### config.mk
export PLATFORM = sky130hd
export DESIGN_NAME = adpcm_block_decoder
export DESIGN_NICKNAME = d
export VERILOG_FILES = /design/src/rtl/adpcm_pkg.sv /design/src/rtl/adpcm_front.sv /design/src/rtl/adpcm_back.sv /design/src/rtl/adpcm_block_decoder.sv
export SDC_FILE = /design/constraint.sdc
export NUM_CORES = 1
export LEC_CHECK = 0
export BUFFER_PORTS_ARGS = -buffer_cell sky130_fd_sc_hd__buf_2
export CORE_ASPECT_RATIO = 0.6
export CORE_MARGIN = 2
export CORE_UTILIZATION = 46
export CTS_CLUSTER_DIAMETER = 100
export DETAILED_ROUTE_END_ITERATION = 10
export SYNTH_ARGS = -nofsm -noshare
export SYNTH_HDL_FRONTEND = slang
export SYNTH_HIERARCHICAL = 1
export SYNTH_SLANG_ARGS = --single-unit
### constraint.sdc
create_clock -name clk -period 14.5 [get_ports clk]
set_input_delay 0 -clock clk [delete_from_list [all_inputs] [get_ports clk]]
set_output_delay 0 -clock clk [all_outputs]
set_load 0.02 [all_outputs]
### src/rtl/adpcm_pkg.sv
// Shared types, constants and coefficient lookup for the ADPCM block decoder.
package adpcm_pkg;

    localparam int WORD_W   = 16;
    localparam int SAMPLE_W = 16;
    localparam int SHIFT_W  = 4;
    localparam int FILTER_W = 4;
    localparam int COEF_W   = 8;
    localparam int NIB_W    = 4;
    localparam int NIB_IDX_W = 2;
    localparam int NUM_FILTERS = 5;

    localparam logic [NIB_IDX_W-1:0] LAST_NIB = 2'd3;

    localparam logic signed [SAMPLE_W-1:0] SAMPLE_MAX = 16'sh7fff;
    localparam logic signed [SAMPLE_W-1:0] SAMPLE_MIN = 16'sh8000;

    // Fraction bits dropped by the divide-by-64 of the prediction, after a rounding term is added
    localparam int PRED_FRAC_W = 6;

    localparam logic signed [COEF_W-1:0] COEF_ONE [NUM_FILTERS] =
        '{8'sd0, 8'sd60, 8'sd115, 8'sd98, 8'sd122};
    localparam logic signed [COEF_W-1:0] COEF_TWO [NUM_FILTERS] =
        '{8'sd0, 8'sd0, -8'sd52, -8'sd55, -8'sd60};

    typedef enum logic {
        KIND_DATA,
        KIND_HEADER
    } kind_t;

    typedef struct packed {
        kind_t             kind;
        logic [WORD_W-1:0] word;
    } qentry_t;

    typedef enum logic {
        BK_IDLE,
        BK_RUN
    } back_state_t;

    typedef struct packed {
        logic                 emit;
        logic [NIB_IDX_W-1:0] nib_idx;
    } back_status_t;

    function automatic logic signed [COEF_W-1:0] coef_one(input logic [FILTER_W-1:0] id);
        logic signed [COEF_W-1:0] c;
        c = '0;
        if (id < FILTER_W'(NUM_FILTERS))
        begin
            c = COEF_ONE[id[2:0]];
        end
        return c;
    endfunction

    function automatic logic signed [COEF_W-1:0] coef_two(input logic [FILTER_W-1:0] id);
        logic signed [COEF_W-1:0] c;
        c = '0;
        if (id < FILTER_W'(NUM_FILTERS))
        begin
            c = COEF_TWO[id[2:0]];
        end
        return c;
    endfunction

endpackage

### src/rtl/adpcm_front.sv
// Front end: accepts block words, tags header or data, and queues them.
module adpcm_front #(
    parameter int DEPTH = 2
) (
    input  logic                       clk,
    input  logic                       rst_n,
    input  logic                       in_valid,
    output logic                       in_ready,
    input  logic [15:0]                word_in,
    input  logic                       is_header,
    output adpcm_pkg::qentry_t         q_entry,
    output logic                       q_valid,
    input  logic                       q_pop,
    output logic [$clog2(DEPTH+1)-1:0] q_count
);
    import adpcm_pkg::*;

    localparam int PTR_W = $clog2(DEPTH);
    localparam int CNT_W = $clog2(DEPTH + 1);

    qentry_t            mem [DEPTH];
    qentry_t            entry_in;
    logic [PTR_W-1:0]   wr_ptr_reg, wr_ptr_next;
    logic [PTR_W-1:0]   rd_ptr_reg, rd_ptr_next;
    logic [CNT_W-1:0]   count_reg, count_next;
    logic               push, pop;

    always_comb
    begin
        entry_in.kind = is_header ? KIND_HEADER : KIND_DATA;
        entry_in.word = word_in;
    end

    assign in_ready = (count_reg != CNT_W'(DEPTH));
    assign q_valid  = (count_reg != '0);
    assign push     = in_valid && in_ready;
    assign pop      = q_pop && q_valid;
    assign q_entry  = mem[rd_ptr_reg];
    assign q_count  = count_reg;

    always_comb
    begin
        wr_ptr_next = wr_ptr_reg;
        rd_ptr_next = rd_ptr_reg;
        if (push)
        begin
            wr_ptr_next = (wr_ptr_reg == PTR_W'(DEPTH - 1)) ? '0 : wr_ptr_reg + 1'b1;
        end
        if (pop)
        begin
            rd_ptr_next = (rd_ptr_reg == PTR_W'(DEPTH - 1)) ? '0 : rd_ptr_reg + 1'b1;
        end
        unique case ({push, pop})
            2'b10:   count_next = count_reg + 1'b1;
            2'b01:   count_next = count_reg - 1'b1;
            default: count_next = count_reg;
        endcase
    end

    always_ff @(posedge clk)
    begin
        if (push)
        begin
            mem[wr_ptr_reg] <= entry_in;
        end
    end

    always_ff @(posedge clk or negedge rst_n)
    begin
        if (!rst_n)
        begin
            wr_ptr_reg <= '0;
            rd_ptr_reg <= '0;
            count_reg  <= '0;
        end
        else
        begin
            wr_ptr_reg <= wr_ptr_next;
            rd_ptr_reg <= rd_ptr_next;
            count_reg  <= count_next;
        end
    end

endmodule

### src/rtl/adpcm_back.sv
// Back end: applies headers and decodes data words one sample per cycle while the output keeps up.
module adpcm_back (
    input  logic                     clk,
    input  logic                     rst_n,
    input  adpcm_pkg::qentry_t       q_entry,
    input  logic                     q_valid,
    output logic                     q_pop,
    output logic                     out_valid,
    input  logic                     out_ready,
    output logic signed [15:0]       sample_out,
    output logic                     last_of_word,
    output adpcm_pkg::back_status_t  status
);
    import adpcm_pkg::*;

    back_state_t                   state_reg, state_next;
    logic [WORD_W-1:0]             word_reg;
    logic [NIB_IDX_W-1:0]          nib_reg;
    logic signed [SAMPLE_W-1:0]    hist1_reg, hist2_reg;
    logic [SHIFT_W-1:0]            shift_reg;
    logic [FILTER_W-1:0]           filter_reg;
    logic                          out_valid_reg, out_valid_next;
    logic signed [SAMPLE_W-1:0]    sample_reg;
    logic                          last_reg;

    logic                          can_emit, emit, load_word, latch_hdr, next_is_data;
    logic [NIB_W-1:0]              nibble;
    logic signed [SAMPLE_W-1:0]    data_val;
    logic signed [COEF_W-1:0]      c1, c2;
    logic signed [SAMPLE_W+COEF_W-1:0] prod1, prod2;
    logic signed [SAMPLE_W+COEF_W+1:0] pred_sum;
    logic signed [SAMPLE_W+COEF_W+1-PRED_FRAC_W:0] pred;
    logic signed [SAMPLE_W+COEF_W+2-PRED_FRAC_W:0] total;
    logic signed [SAMPLE_W-1:0]    sample;

    assign can_emit     = !out_valid_reg || out_ready;
    assign next_is_data = q_valid && (q_entry.kind == KIND_DATA);

    // Next state
    always_comb
    begin
        state_next = state_reg;
        unique case (state_reg)
            BK_IDLE:
            begin
                if (next_is_data)
                begin
                    state_next = BK_RUN;
                end
            end
            BK_RUN:
            begin
                if (can_emit && (nib_reg == LAST_NIB) && !next_is_data)
                begin
                    state_next = BK_IDLE;
                end
            end
            default: state_next = BK_IDLE;
        endcase
    end

    // Control outputs
    always_comb
    begin
        q_pop     = 1'b0;
        load_word = 1'b0;
        latch_hdr = 1'b0;
        emit      = 1'b0;
        unique case (state_reg)
            BK_IDLE:
            begin
                if (q_valid)
                begin
                    q_pop     = 1'b1;
                    latch_hdr = (q_entry.kind == KIND_HEADER);
                    load_word = (q_entry.kind == KIND_DATA);
                end
            end
            BK_RUN:
            begin
                emit = can_emit;
                // chain straight into the next data word on the last sample
                if (can_emit && (nib_reg == LAST_NIB) && next_is_data)
                begin
                    q_pop     = 1'b1;
                    load_word = 1'b1;
                end
            end
            default:
            begin
                q_pop = 1'b0;
            end
        endcase
    end

    // Sample datapath
    always_comb
    begin
        nibble   = word_reg[{nib_reg, 2'b00} +: NIB_W];
        data_val = $signed({nibble, {(SAMPLE_W-NIB_W){1'b0}}}) >>> shift_reg;
        c1       = coef_one(filter_reg);
        c2       = coef_two(filter_reg);
        prod1    = c1 * hist1_reg;
        prod2    = c2 * hist2_reg;
        pred_sum = (SAMPLE_W+COEF_W+2)'(prod1) + (SAMPLE_W+COEF_W+2)'(prod2)
                 + (SAMPLE_W+COEF_W+2)'(signed'(32'sd32));
        pred     = pred_sum[SAMPLE_W+COEF_W+1:PRED_FRAC_W];
        total    = (SAMPLE_W+COEF_W+3-PRED_FRAC_W)'(pred)
                 + (SAMPLE_W+COEF_W+3-PRED_FRAC_W)'(data_val);
        priority if (total > (SAMPLE_W+COEF_W+3-PRED_FRAC_W)'(SAMPLE_MAX))
        begin
            sample = SAMPLE_MAX;
        end
        else if (total < (SAMPLE_W+COEF_W+3-PRED_FRAC_W)'(SAMPLE_MIN))
        begin
            sample = SAMPLE_MIN;
        end
        else
        begin
            sample = total[SAMPLE_W-1:0];
        end
    end

    always_comb
    begin
        out_valid_next = out_valid_reg;
        if (emit)
        begin
            out_valid_next = 1'b1;
        end
        else if (out_ready)
        begin
            out_valid_next = 1'b0;
        end
    end

    always_ff @(posedge clk)
    begin
        if (load_word)
        begin
            word_reg <= q_entry.word;
        end
        if (emit)
        begin
            sample_reg <= sample;
            last_reg   <= (nib_reg == LAST_NIB);
        end
    end

    always_ff @(posedge clk or negedge rst_n)
    begin
        if (!rst_n)
        begin
            state_reg     <= BK_IDLE;
            nib_reg       <= '0;
            hist1_reg     <= '0;
            hist2_reg     <= '0;
            shift_reg     <= '0;
            filter_reg    <= '0;
            out_valid_reg <= 1'b0;
        end
        else
        begin
            state_reg     <= state_next;
            out_valid_reg <= out_valid_next;
            if (latch_hdr)
            begin
                shift_reg  <= q_entry.word[3:0];
                filter_reg <= q_entry.word[7:4];
            end
            if (load_word)
            begin
                nib_reg <= '0;
            end
            else if (emit)
            begin
                nib_reg <= nib_reg + 1'b1;
            end
            if (emit)
            begin
                hist2_reg <= hist1_reg;
                hist1_reg <= sample;
            end
        end
    end

    assign out_valid      = out_valid_reg;
    assign sample_out     = sample_reg;
    assign last_of_word   = last_reg;
    assign status.emit    = emit;
    assign status.nib_idx = nib_reg;

endmodule

### src/rtl/adpcm_block_decoder.sv
// Top level of the 4-bit ADPCM block decoder: front queue, decode back end, checks.
// A header word is taken into the queue and applied by the back end without
// producing a sample. A data word produces four samples, one per cycle while the
// output keeps up, because each sample's prediction needs the one before it
// through the single shared predictor (two 8x16 multiplies, add, round, clamp).
// Back-to-back data words chain with no loading gap while the output keeps up. A
// data word that reaches an idle back end is loaded before its first sample, so a
// header between two data words adds a step to apply it and a step to reload.
// The input queue of QUEUE_DEPTH entries (at least 2) keeps accepting words until
// full while the output is stalled; the output register holds a sample until taken.
module adpcm_block_decoder #(
    parameter int QUEUE_DEPTH = 2
) (
    input  logic               clk,
    input  logic               rst_n,
    input  logic               in_valid,
    output logic               in_ready,
    input  logic [15:0]        word_in,
    input  logic               is_header,
    output logic               out_valid,
    input  logic               out_ready,
    output logic signed [15:0] sample_out,
    output logic               last_of_word
);
    import adpcm_pkg::*;

    localparam int CNT_W = $clog2(QUEUE_DEPTH + 1);

    qentry_t      q_entry;
    logic         q_valid;
    logic         q_pop;
    logic [CNT_W-1:0] q_count;
    back_status_t back_status;

    adpcm_front #(
        .DEPTH (QUEUE_DEPTH)
    ) u_front (
        .clk       (clk),
        .rst_n     (rst_n),
        .in_valid  (in_valid),
        .in_ready  (in_ready),
        .word_in   (word_in),
        .is_header (is_header),
        .q_entry   (q_entry),
        .q_valid   (q_valid),
        .q_pop     (q_pop),
        .q_count   (q_count)
    );

    adpcm_back u_back (
        .clk          (clk),
        .rst_n        (rst_n),
        .q_entry      (q_entry),
        .q_valid      (q_valid),
        .q_pop        (q_pop),
        .out_valid    (out_valid),
        .out_ready    (out_ready),
        .sample_out   (sample_out),
        .last_of_word (last_of_word),
        .status       (back_status)
    );

    // Queue never overfills and stalls input only when full
    a_queue_bound: assert property (@(posedge clk) disable iff (!rst_n)
        q_count <= CNT_W'(QUEUE_DEPTH))
        else $error("input queue count exceeds depth");

    a_stall_only_full: assert property (@(posedge clk) disable iff (!rst_n)
        !in_ready |-> (q_count == CNT_W'(QUEUE_DEPTH)))
        else $error("input stalled with queue space left");

    // Never overwrite a sample that has not been taken
    a_no_overwrite: assert property (@(posedge clk) disable iff (!rst_n)
        back_status.emit |-> (!out_valid || out_ready))
        else $error("sample overwritten before transaction completed");

    // Last flag follows the nibble position of the emitted sample
    a_last_flag: assert property (@(posedge clk) disable iff (!rst_n)
        back_status.emit |=>
            (out_valid && (last_of_word == ($past(back_status.nib_idx) == LAST_NIB))))
        else $error("last_of_word does not match nibble position");

endmodule

==> flow_metrics.tcl, run 1 <==
set metrics [dict create \
    run_status "complete, no violations" \
    finalHoldViolations 0 \
    ctsHtreeMaxLevel 4 \
    die_x_um 226 \
    cp-endpoint "u_back/sample_out[1]" \
    vias 9206 \
    postCtsSetupBuffers 0 \
    routabilityCongestion 0.908 \
    dieArea_mm2 0.0311 \
    fin_ws_ps 4090 \
    max_freq_ghz 0.0961 \
    place_inst 1762 \
    crit_type "reg2reg" \
    insertion_delay_ps 440 \
    worst_pin_slew_ps 1050 \
    period_share_pct 71.8 \
    clockBufferDepth 2 \
    grt_pass1_wl_mm 54.9 \
    syn2layout_area_growth_pct 10.1 \
    syn_nets 1689 \
    setup_tns_ps 0 \
    post-route-cell-area_mm2 0.0150 \
    r2r-start "u_back/filter_reg[1]" \
    drc 0 \
    cts_made_buffers 17 \
    cts_resized 0 \
    antenna_found_initial 0 \
    finalCriticalPeriod_ps 10410 \
    cts.clk_slew.worst_paths_ps 60 \
    cts_tree "yes" \
    drt_iter0_drc 915 \
    rows 48 \
    drv_slew 0 \
    initial_core_util_pct 47.2 \
    grt_max_degree 49 \
    maxCapViolCount 0 \
    fill_cells 2606 \
    antenna_left 0 \
    die_y_um 137 \
    timing.rr.end "u_back/sample_out[1]" \
    place_area_mm2 0.0143 \
    setup.worst_path.start_class "flip-flop" \
    largest_register_ffs 34 \
    setup_violations 0 \
    fin_skew_ps 10.9 \
    post_drt_wl_per_cell_um 18.5 \
    endpoint_kind "flip-flop" \
    final_cells 1814 \
    routed_wl_mm 33.6 \
    layout-drive-gt1-share_pct 9.83 \
    rsz0062_at_grt "no" \
    syn_avg_cell_area_um2 10.1 \
    grt.overflow.total 0 \
    diodes 0 \
    crit_top_cell "ha_1" \
    startpoint "u_back/filter_reg[1]" \
    cp_max_fo 33 \
    cts_num_sinks 115 \
    ff2ff_path_depth 32 \
    netlist_area_mm2 0.0137 \
    r2r_setup_slack_ps 4090 \
    cp_slowest_cell "o31ai_2" \
    track_usage_pct 23.8 \
    required_ps 14630 \
    top_register "u_front/mem" \
    cts_root_buf "clkbuf_16" \
    fin_nets 1741 \
    core_mm2 0.0289 \
    worstHoldPathType "in2async" \
    place_hpwl_mm 27.2 \
    slew_headroom_pct 29.5 \
    via_per_inst 5.07 \
    dr.pass1.iters 5 \
    ys_warn_count 6 \
    crit_path_max_incr_delay_ps 910 \
    io_buffers 39 \
    dp_slack_ps 4160 \
    cp.arrival_ps 10540 \
    num_io_pins 40 \
    netlist_instances 1349 \
    grt_pass1_vias 9506 \
]
## repair_timing
item	CTS	global route
endpoints found under the setup margin	0	0
hold buffers	20	0
hold endpoints to repair	84	0
## stage by stage
stage	hold slack, ps	util (%)
floorplan	-296	-
global placement	186	49.3
global route	275	51.9
detailed placement	188	49.3
CTS	249	51.9
finish	235	51.9
## layout by cell type (no fill, tap or decap), drive strengths merged, types with 7 or more instances in the layout
cell / count
a21o: 7
a21oi: 39
a221o: 16
and2: 139
buf: 52
clkbuf: 17
dfrtp: 48
dlygate4sd3: 20
edfxtp: 67
fa: 188
ha: 131
inv: 280
mux2: 27
nand2: 108
nand2b: 16
nand3: 7
nor2: 60
nor3: 9
o21ai: 47
o31ai: 9
or2: 8
xnor2: 26
xor2: 17
## how the worst min path moves through the flow
stage                          start              endpoint
after CTS                      rst_n   u_back/shift_reg[3]
after detailed placement       rst_n   u_back/shift_reg[3]
after floorplan                rst_n  u_back/filter_reg[0]
final                          rst_n   u_back/shift_reg[3]
after global routing      word_in[3]     u_front/mem[1][3]
after global placement         rst_n   u_back/shift_reg[1]
## per-layer routing
| layer | wire length (um) | part of all wire, % | GRT usage, % | vias up |
|---|---|---|---|---|
| li1 | - | - | - | 4417 |
| met5 | 0 | 0 | 0 | - |
| met1 | 18400 | 55 | 40.5 | 4473 |
| met4 | 232 | 0.69 | 3.33 | 0 |
| met2 | 11900 | 35 | 28.9 | 296 |
| met3 | 3040 | 9.1 | 6.87 | 20 |
## worst max-delay path, delay by kind of cell (launching register included)
family                     cells  cell delay [ps]
AOI/OAI and AO/OA             12             3880
xor gates and xnor gates       2              340
adders and majority gates      9             3610
buffers and inverters          5             1170
DFF                            1              430
and+or+nand+nor                4              660
## layout make-up
class,instances,area [um2],area share (%)
Clock buffer,17,425,2.83
Clock inverter,15,138,0.916
Inverter,272,1020,6.79
Multi-Input combinational cell,923,9240,61.5
Sequential cell,115,3210,21.4
Tap cell,400,500,3.33
Timing Repair Buffer,72,493,3.28
Power of run 1 is left out: the tool's default activity adds up to more than one toggle a clock period on the data nets, which glitch-free logic cannot reach.
==> inputs of run 2 (changes only) <==
Clock period 14.5 ns to 9.53 ns, I/O delays scaled along.
==> flow_metrics.tcl, run 2 (synthesis results as in run 1) <==
set metrics [dict create \
    core_mm2 0.0289 \
    place_hpwl_mm 27.3 \
    seqCellArea_mm2 0.00321 \
    grt_pass1_wl_mm 55.0 \
    track_usage_pct 23.9 \
    route.met2.wl_mm 12.4 \
    finalHoldViolations 0 \
    run_status "complete, no violations" \
    slew_headroom_pct 41.3 \
    crit_path_max_incr_delay_ps 580 \
    syn2layout_area_growth_pct 11.8 \
    place_area_mm2 0.0143 \
    endpoint_kind "flip-flop" \
    routed_wl_mm 34.0 \
    vias 9386 \
    drv_slew 0 \
    insertion_delay_ps 430 \
    worst_pin_slew_ps 880 \
    worstHoldPathType "in2async" \
    crit_type "reg2reg" \
    cts_tree "yes" \
    crit_buf_inv 7 \
    fin_skew_ps 11.4 \
    grt_max_degree 49 \
    ctsHtreeMaxLevel 4 \
    io_buffers 39 \
    fin_nets 1753 \
    grt.overflow.total 0 \
    rows 48 \
    met3WireLength_mm 3.59 \
    initial_core_util_pct 47.2 \
    die_y_um 137 \
    setup_violations 0 \
    drt-met1-wl_mm 17.8 \
    dieArea_mm2 0.0311 \
    required_ps 9690 \
    grt_pass1_vias 9483 \
    cp_slowest_cell "fa_1" \
    cts.clk_slew.worst_paths_ps 60 \
    final_cell_mix "271 x inv_1, 187 x fa_1, 136 x and2_1, 129 x ha_1, 107 x nand2_1" \
    top_register "u_front/mem" \
    routabilityCongestion 0.887 \
    fill_cells 2654 \
    multi_input_area_mm2 0.00935 \
    dp_slack_ps 154 \
    max_freq_ghz 0.110 \
    setup.worst_path.start_class "flip-flop" \
    maxCapViolCount 0 \
    layout-drive-gt1-share_pct 12.0 \
    finalCriticalPeriod_ps 9100 \
    cp_max_fo 15 \
    post-route-cell-area_mm2 0.0153 \
    top_layer "met5" \
    num_io_pins 40 \
    final_core_util_pct 52.7 \
    antenna_left 0 \
    cts_root_buf "clkbuf_16" \
    cp.arrival_ps 9260 \
    largest_register_ffs 34 \
    clockBufferDepth 2 \
    dr.pass1.iters 5 \
    die_x_um 226 \
    period_share_pct 95.5 \
    via_per_inst 5.14 \
    drt_iter0_drc 869 \
    diodes 0 \
    final_common_cell "inv_1" \
    post_drt_wl_per_cell_um 18.6 \
    fin_ws_ps 433 \
    cts_num_sinks 115 \
    cts_made_buffers 17 \
    drc 0 \
    cp_top_family "adder cells" \
    antenna_found_initial 1 \
]
## run 2: final cells by class
class | count | share of cell area [%]
Sequential cell | 115 | 21.1
Clock inverter | 14 | 0.951
Multi-Input combinational cell | 923 | 61.2
Inverter | 272 | 6.71
Timing Repair Buffer | 84 | 3.95
Tap cell | 400 | 3.28
Clock buffer | 18 | 2.81
## run 2: worst paths after layout
check | to | start | cells past startpoint | slack, ps
setup reg to reg | u_back/sample_out[0] | u_back/filter_reg[1] | 34 | 430
hold / removal | u_back/shift_reg[3] | rst_n | 3 | 250
max in group asynchronous | u_back/hist2_reg[11] | rst_n | 3 | 8770
setup / recovery | u_back/sample_out[0] | u_back/filter_reg[1] | 34 | 430
hold reg to reg | u_front/q_count[1] | u_front/q_count[1] | 1 | 500
min in group clk | u_front/mem[0][9] | word_in[9] | 2 | 290
## run 2: layer usage
layer / up-vias / global-route usage (%)
met5: - / 2.26
met4: 2 / 3.44
met3: 17 / 8.32
met2: 296 / 29.6
met1: 4638 / 39.0
li1: 4433 / -
## run 2: what timing repair did
item	4_1_cts	5_1_grt
endpoints found under the setup margin	0	30
gates resized for setup	0	34
setup buffers	0	3
endpoints found under the hold margin	84	0
hold buffers	20	0
## run 2: tightest hold or removal path, delay by kind of cell
| family | cells | cell delay [ps] |
|---|---|---|
| buf+inv | 3 | 1160 |
## run 2: metrics by stage
step                hold slack, ps  TNS [ps]  std cells
finish                         249         0       1826
global route                   281     -54.4       1826
global placement               184         0       1771
detailed placement             184         0       1771
floorplan                     -296         0       1349
CTS                            264         0       1823
Power of run 2 is left out for the same reason.
==> inputs of run 3 (changes only) <==
Settings changed: SLEW_MARGIN set to 20.
Clock period 9.53 ns to 11.05 ns, I/O delays scaled along.
==> flow_metrics.tcl, run 3 (synthesis results as in run 1) <==
set metrics [dict create \
    core_mm2 0.0289 \
    fin_skew_ps 12.9 \
    r2r_setup_slack_ps 800 \
    die_y_um 137 \
    io_buffers 39 \
    worst_pin_slew_ps 1070 \
    final_common_cell "inv_1" \
    rsz0062_at_grt "no" \
    finalHoldViolations 0 \
    initial_core_util_pct 47.2 \
    layout-drive-gt1-share_pct 9.94 \
    finalCriticalPeriod_ps 10250 \
    track_usage_pct 23.6 \
    ctsHtreeMaxLevel 4 \
    maxCapViolCount 0 \
    grt.overflow.total 0 \
    ff2ff_path_depth 31 \
    slew_headroom_pct 27.9 \
    cp_slowest_cell "a41oi_2" \
    dieArea_mm2 0.0311 \
    cp_max_fo 17 \
    cp.arrival_ps 10390 \
    cts_tree "yes" \
    setup_violations 0 \
    cts.clk_slew.worst_paths_ps 60 \
    dr.pass1.iters 5 \
    max_freq_ghz 0.0975 \
    rows 48 \
    top_register "u_front/mem" \
    syn2layout_area_growth_pct 10.9 \
    crit_type "reg2reg" \
    setup.worst_path.start_class "flip-flop" \
    insertion_delay_ps 430 \
    cts_resized 0 \
    final_core_util_pct 52.3 \
    num_io_pins 40 \
    grt_max_degree 49 \
    endpoint_kind "flip-flop" \
    grt_pass1_vias 9423 \
    postCtsSetupBuffers 0 \
    antenna_found_initial 0 \
    required_ps 11190 \
    run_status "complete, no violations" \
    postCtsHoldBufs 20 \
    period_share_pct 92.8 \
    worstHoldPathType "in2async" \
    routed_wl_mm 33.1 \
    fin_nets 1745 \
    timing.rr.end "u_back/sample_out[2]" \
    crit_top_cell "fa_1" \
    largest_register_ffs 34 \
    antenna_left 0 \
    cts_root_buf "clkbuf_16" \
    crit_path_max_incr_delay_ps 670 \
    drc 0 \
    die_x_um 226 \
    via_per_inst 5.05 \
    fill_cells 2624 \
    final_cell_mix "271 x inv_1, 188 x fa_1, 138 x and2_1, 131 x ha_1, 108 x nand2_1" \
    drv_slew 0 \
    post_drt_wl_per_cell_um 18.2 \
    place_hpwl_mm 26.9 \
    diodes 0 \
    cts_made_buffers 17 \
    r2r-start "u_back/filter_reg[1]" \
    crit_buf_inv 4 \
    cp_top_family "compound AO/OA/AOI/OAI gates" \
    grt_pass1_wl_mm 54.3 \
    clockBufferDepth 2 \
    setup_tns_ps 0 \
    routabilityCongestion 0.945 \
    cts_num_sinks 115 \
    drt_iter0_drc 736 \
    vias 9185 \
]
-- run 3: changes by cell type in the layout (fill, tap and decap cells not counted), moves of 3 or more --
cell / change
bufinv_16: +3
a21oi_2: -3
a211oi_2: -3
buf_4: -5
a21oi_1: +5
a211oi_1: +3
-- run 3: per-layer routing --
metal,routed length [um],GRT usage (%)
met1,18100,39.7
met2,11800,28.9
met3,3090,7.61
met4,120,2.92
met5,0,0
-- run 3: worst max-delay path by stage --
stage | from | endpoint | slack, ps | depth (start not counted)
after floorplan | u_back/filter_reg[1] | u_back/sample_out[0] | 2240 | 35
after global placement | u_back/filter_reg[1] | u_back/sample_out[2] | 1240 | 33
after detailed placement | u_back/filter_reg[1] | u_back/sample_out[3] | 1030 | 33
after CTS | u_back/filter_reg[1] | u_back/sample_out[3] | 960 | 33
after global routing | u_back/filter_reg[1] | u_back/sample_out[2] | 210 | 31
final | u_back/filter_reg[1] | u_back/sample_out[2] | 800 | 31
-- run 3: stage by stage --
step	instances	area [um2]	hold WS (ps)	setup WS (ps)
finish	1818	15100	240	798
global route	1818	15100	286	209
CTS	1818	15100	261	959
detailed placement	1766	14300	164	1030
global placement	1766	14300	176	1240
floorplan	1349	13700	-296	2240
-- run 3: worst register-to-register path: cells and delay by family, from the launching register on --
family / cells / cell delay (ps)
buf+inv: 4 / 690
fa+ha+maj: 9 / 3830
compound gates: 12 / 4160
flops: 1 / 420
xor+xnor: 2 / 360
simple gates: 4 / 510
-- run 3: final cells by class --
cell class | instances | area (um2) | share of cell area (%)
flip-flops and latches | 115 | 3210 | 21.2
well taps | 400 | 500 | 3.31
inverters | 272 | 1020 | 6.75
repair buffers | 76 | 523 | 3.46
multi-input cells | 923 | 9230 | 61.0
clock buffers | 17 | 425 | 2.81
clock inverters | 15 | 221 | 1.46
Power of run 3 is left out for the same reason.
